$ cat src/rtl/core/slid_pkg.sv
package slid_pkg;

	localparam int unsigned DEPTH_DEF = 16;
	localparam int unsigned VALUE_W   = 8;
	localparam int unsigned COUNT_W   = 5;

	typedef enum logic {
		FUNC_INSERT = 1'b0,
		FUNC_DELETE = 1'b1
	} func_t;

	typedef enum logic [1:0] {
		ST_INSERTED = 2'd0,
		ST_FULL     = 2'd1,
		ST_DELETED  = 2'd2,
		ST_NOTFOUND = 2'd3
	} status_t;

	typedef struct packed {
		logic               ins_en;
		logic               del_en;
		logic [VALUE_W-1:0] value;
	} cell_ctl_t;

endpackage

$ cat src/rtl/core/slid_cell.sv
module slid_cell
	import slid_pkg::*;
(
	input  logic               clk,
	input  cell_ctl_t          ctl,
	input  logic               occupied,
	input  logic               left_lt,
	input  logic [VALUE_W-1:0] left_entry,
	input  logic [VALUE_W-1:0] right_entry,
	output logic [VALUE_W-1:0] entry,
	output logic               lt,
	output logic               eq
);

	logic [VALUE_W-1:0] entry_q;

	assign entry = entry_q;
	assign lt    = occupied && (entry_q < ctl.value);
	assign eq    = occupied && (entry_q == ctl.value);

	// On insert the cell that first stops being smaller takes the new value and every
	// later cell takes its left neighbor; on delete every cell from the match onward
	// takes its right neighbor.
	always_ff @(posedge clk) begin
		if (ctl.ins_en && !lt) begin
			if (left_lt) begin
				entry_q <= ctl.value;
			end else begin
				entry_q <= left_entry;
			end
		end else if (ctl.del_en && !lt) begin
			entry_q <= right_entry;
		end
	end

endmodule

$ cat src/rtl/core/sorted_list_insert_delete_unit.sv
// Sorted byte table held as a row of DEPTH cells, one value per cell, kept in ascending
// order. An insert word (s_tuser = 0) places s_tdata before the first stored value that
// is not smaller; a delete word (s_tuser = 1) removes the first equal value. Every cell
// compares against the incoming value at once and shifts toward or from its neighbor in
// the same edge, so it takes one word per clock unless an unread result stalls it, and
// returns the result in the next cycle from an output register; it keeps accepting while
// that register drains. Each result carries a status (0 inserted, 1 full, 2 deleted, 3
// not found or empty) and the entry count after the operation, cut to its low five bits.
module sorted_list_insert_delete_unit
	import slid_pkg::*;
#(
	parameter int unsigned DEPTH = DEPTH_DEF
) (
	input  logic       clk,
	input  logic       arst_n,
	input  logic       s_tvalid,
	output logic       s_tready,
	input  logic [7:0] s_tdata,   // value[7:0]
	input  logic       s_tuser,   // func[0]
	output logic       m_tvalid,
	input  logic       m_tready,
	output logic [7:0] m_tdata    // status[1:0], count[6:2], zero[7]
);

	localparam int unsigned FILL_W = $clog2(DEPTH + 1);

	logic [FILL_W-1:0]  fill_q;
	logic               out_valid_q;
	status_t            status_q;
	logic [COUNT_W-1:0] count_q;

	logic               accept;
	logic               is_insert;
	logic               full;
	logic               found;
	cell_ctl_t          ctl;
	status_t            status_d;
	logic [FILL_W-1:0]  fill_d;
	logic [FILL_W+COUNT_W-1:0] fill_ext;

	logic [VALUE_W-1:0] entry [DEPTH];
	logic [DEPTH-1:0]   lt_vec;
	logic [DEPTH-1:0]   eq_vec;
	logic [DEPTH-1:0]   occ_vec;

	assign s_tready  = !out_valid_q || m_tready;
	assign accept    = s_tvalid && s_tready;
	assign is_insert = (func_t'(s_tuser) == FUNC_INSERT);
	assign full      = (fill_q == FILL_W'(DEPTH));
	assign found     = |eq_vec;

	assign ctl.ins_en = accept && is_insert && !full;
	assign ctl.del_en = accept && !is_insert && found;
	assign ctl.value  = s_tdata;

	genvar gi;
	generate
		for (gi = 0; gi < DEPTH; gi++) begin : g_cell
			logic               left_lt;
			logic [VALUE_W-1:0] left_entry;
			logic [VALUE_W-1:0] right_entry;

			assign occ_vec[gi] = (FILL_W'(gi) < fill_q);

			if (gi == 0) begin : g_first
				assign left_lt    = 1'b1;
				assign left_entry = s_tdata;
			end else begin : g_mid
				assign left_lt    = lt_vec[gi-1];
				assign left_entry = entry[gi-1];
			end

			if (gi == DEPTH - 1) begin : g_last
				assign right_entry = entry[gi];
			end else begin : g_inner
				assign right_entry = entry[gi+1];
			end

			slid_cell u_cell (
				.clk         (clk),
				.ctl         (ctl),
				.occupied    (occ_vec[gi]),
				.left_lt     (left_lt),
				.left_entry  (left_entry),
				.right_entry (right_entry),
				.entry       (entry[gi]),
				.lt          (lt_vec[gi]),
				.eq          (eq_vec[gi])
			);
		end
	endgenerate

	always_comb begin
		fill_d   = fill_q;
		status_d = ST_NOTFOUND;
		if (is_insert) begin
			if (full) begin
				status_d = ST_FULL;
			end else begin
				status_d = ST_INSERTED;
				fill_d   = fill_q + FILL_W'(1);
			end
		end else if (found) begin
			status_d = ST_DELETED;
			fill_d   = fill_q - FILL_W'(1);
		end
	end

	assign fill_ext = {{COUNT_W{1'b0}}, fill_d};

	always_ff @(posedge clk or negedge arst_n) begin
		if (!arst_n) begin
			fill_q      <= '0;
			out_valid_q <= 1'b0;
		end else begin
			if (accept) begin
				fill_q      <= fill_d;
				out_valid_q <= 1'b1;
			end else if (m_tready) begin
				out_valid_q <= 1'b0;
			end
		end
	end

	always_ff @(posedge clk) begin
		if (accept) begin
			status_q <= status_d;
			count_q  <= fill_ext[COUNT_W-1:0];
		end
	end

	assign m_tvalid = out_valid_q;
	assign m_tdata  = {1'b0, count_q, status_q};

	a_fill_bound: assert property (@(posedge clk) disable iff (!arst_n)
		fill_q <= FILL_W'(DEPTH))
		else $error("fill count above capacity");

	a_insert_grows: assert property (@(posedge clk) disable iff (!arst_n)
		(accept && is_insert && !full) |=> (fill_q == $past(fill_q) + FILL_W'(1)))
		else $error("insert did not grow the table");

	a_miss_keeps: assert property (@(posedge clk) disable iff (!arst_n)
		(accept && !is_insert && !found) |=> $stable(fill_q))
		else $error("failed delete changed the table");

	a_full_status: assert property (@(posedge clk) disable iff (!arst_n)
		(accept && status_d == ST_FULL) |-> (fill_q == FILL_W'(DEPTH)))
		else $error("full status with room left");

endmodule
$ cat config.mk
export PLATFORM = sky130hd
export DESIGN_NAME = sorted_list_insert_delete_unit
export DESIGN_NICKNAME = d
export VERILOG_FILES = /design/src/rtl/core/slid_pkg.sv /design/src/rtl/core/slid_cell.sv /design/src/rtl/core/sorted_list_insert_delete_unit.sv
export SDC_FILE = /design/constraint.sdc
export NUM_CORES = 1
export LEC_CHECK = 0
export BUFFER_PORTS_ARGS = -buffer_cell sky130_fd_sc_hd__buf_2
export CAP_MARGIN = 25
export CORE_ASPECT_RATIO = 0.8
export CORE_UTILIZATION = 60
export DETAILED_ROUTE_END_ITERATION = 16
export PLACE_DENSITY = 0.77
export SLEW_MARGIN = 10
export SYNTH_ARGS = -nofsm -noshare
export SYNTH_HDL_FRONTEND = slang
export SYNTH_HIERARCHICAL = 1
export SYNTH_SLANG_ARGS = --single-unit
$ cat constraint.sdc
create_clock -name clk -period 4.2 [get_ports clk]
set_input_delay 0.42 -clock clk [delete_from_list [all_inputs] [get_ports clk]]
set_output_delay 0.42 -clock clk [all_outputs]
set_load 0.01 [all_outputs]
==> impl_metrics.ini <==
[power_and_ir_drop]
power.switching_mw = 1.248
power_density_nw_per_um2 = 338.8
clkPwrFrac_pct = 38.9
seq_power_share_pct = 39.6
leakage_nw = 5.468
peakVddDrop_mv = 0.2688
internal-power_mw = 3.126
p_sw_share_pct = 28.53
power.total_mw = 4.374
p_comb_share_pct = 21.5

[die]
die_area_um2 = 20100
start_util_pct = 61.59
die_w_um = 158.3
rows = 45
die_h_um = 127.0
core_um2 = 19030
io_pins = 23

[timing]
worst_slew_pin_slew_ps = 862.9
slew_viol_final = 0
post-route-period-util_pct = 83.11
max_slew_margin_pct = 42.48
finalClockSkew_ps = 13.18
setup_tns_ps = 0
holdWs_ps = 242.2
min_period_ps = 3491
layout_setup_ws_ps = 709.4
finalSetupViolations = 0
fmax_ghz = 0.2865
hold_viol = 0
rsz0062_at_grt = false

[synth]
syn_nets = 1177
yosys_warnings = 6
synthFlopType = edfxtp_1
yosysSeqAreaShare_pct = 35.87
yosysUniqueCellTypes = 48
synth-seq-cells = 141
netlist_area_um2 = 11720
syn_area_per_cell_um2 = 11.36
ys_async_sr_fraction_pct = 4.255
netlist_instances = 1032
synth_edf_count = 135

[outcome]
status = completed

[clock_tree]
htree_levels = 4
cts_tree = built
numCtsBuffers = 17
cts_sinks = 141
insertion_delay_ps = 440
cts_root_buf = clkbuf_16
cts_buffer_depth = 2
clkSlewWorstSetupHoldPaths_ps = 60

[finish]
finalNonFillerCells = 1347
seq_area_um2 = 4204
num-fill-cells = 1442
fin_util_pct = 67.83
drive_above_1_share_pct = 34.62
layout-area-overhead-vs-synth_pct = 10.13
multiInputGateArea_um2 = 6875
fin_nets = 1222
n_antenna_cell = 0
stdcell_area_um2 = 12910

[worst_setup_path]
rr_worst_depth = 13
endpoint_kind = flop
timing.critical_path.from_type = flop
critPathArrivalTime_ps = 3630
path_max_fanout = 16
critical_path_class = flop to flop
critPathRequiredTime_ps = 4340

[drt]
antenna_left = 0
wl_um = 29790
wl_per_cell_um = 22.12
vias = 8292
drtIter0Drc = 692
dr.pass1.iters = 5
drc_errors = 0
avgViaCountPerCell = 6.156

[min_path]
hold_class = primary input to flop
min_delay_path_depth = 3

[global_route]
overflow = 0
grt_pass1_vias = 8378
track_usage_pct = 31.54
grt_pass1_wl_um = 46920
antenna_found_initial = 0
grt_max_degree = 34

[place]
dp.cells = 1315
port_buffers = 21
gp_congestion = 0.8737
placed_cell_area_um2 = 12260
dp_hpwl_um = 20810
pre_cts_ws_ps = 465.1

[run]
cap_violations = 0
cells in the final DEF (no fill, tap or decap), drive strengths merged, types with 18 or more instances in the layout:
cell type	count
edfxtp	135
nor3	19
nand4	35
clkbuf	19
a21oi	34
nor2	55
ha	132
o21bai	18
mux2	256
inv	139
o21ai	20
nand2	46
a21o	19
buf	51
nand3	21
registers in the layout (all words and copies together), names as in the netlist:
name	count
g_cell.u_cell/entry	128
count_q	5
fill_q	5
status_q	2
m_tvalid	1
kinds of logic (layout without fill, tap and decap cells):
group	after synthesis	in the layout	synth area share, %
xor+xnor	5	5	0.3736
simple gates	230	230	12.31
compound gates	103	103	7.088
other cells	2	2	0.06407
mux	257	257	24.68
fa+ha+maj	132	132	14.09
buf+inv	162	219	5.529
flops	141	141	35.87
metal layers:
metal / wire length (um) / track usage, %
met5: 0 / 0
met4: 772 / 11.60
met3: 1787 / 4.851
met2: 14150 / 50.49
met1: 13080 / 43.24
synthesized netlist by cell type, types with 16 or more instances:
library cell,number,area share (%)
a21o_1,18,1.2
a21oi_1,34,1.5
buf_1,16,0.51
edfxtp_1,135,35
ha_1,132,14
inv_1,136,4.4
mux2_2,256,25
nand2_1,45,1.4
nand3_1,21,0.90
nand4_1,35,1.9
nand4b_4,16,3.2
nor2_1,55,1.8
nor2b_1,17,0.91
nor3_1,19,0.81
o21ai_4,16,2.2
o21bai_1,18,1.2
critical path: stages, from the launching register on:
cell	delay [ps]
dfrtp_1	620
inv_1	170
ha_1	200
o21ai_0	170
buf_4	170
nand3_1	80
nor3_1	410
nor4_1	170
and4_2	300
nor3_2	170
buf_4	320
nor2_1	70
nor2_1	150
buf_4	190
path summary, 6_finish.rpt:
kind | from | to | slack [ps]
worst min register to register | m_tvalid | m_tvalid | 610
worst max-delay path | fill_q[1] | g_cell[1].u_cell/entry[6] | 710
worst max register to register | fill_q[1] | g_cell[1].u_cell/entry[6] | 710
min in group asynchronous | arst_n | fill_q[4] | 360
max in group asynchronous | arst_n | fill_q[0] | 3640
worst min-delay path | s_tvalid | m_tvalid | 240
area by class of cell:
cell class / instances / area share (%)
Clock buffer: 19 / 3.354
Multi-Input combinational cell: 729 / 53.26
Clock inverter: 12 / 1.628
Inverter: 136 / 3.955
Sequential cell: 141 / 32.57
Timing Repair Buffer: 52 / 2.733
Tap cell: 258 / 2.501
power groups by stage:
stage | Combinational (mW) | Sequential, mW | Clock (mW)
floorplan | 0.734 | 1.70 | 0
global placement | 0.901 | 1.76 | 0
detailed placement | 0.922 | 1.76 | 0
CTS | 0.933 | 1.73 | 1.71
global route | 1.04 | 1.74 | 1.76
finish | 0.941 | 1.73 | 1.70
what timing repair did:
item,in CTS,in global routing
gates resized for setup,0,0
endpoints found under the hold margin,6,0
hold buffers,1,0
setup buffers,0,0
No activity file was read; power rests on OpenSTA's default activity.
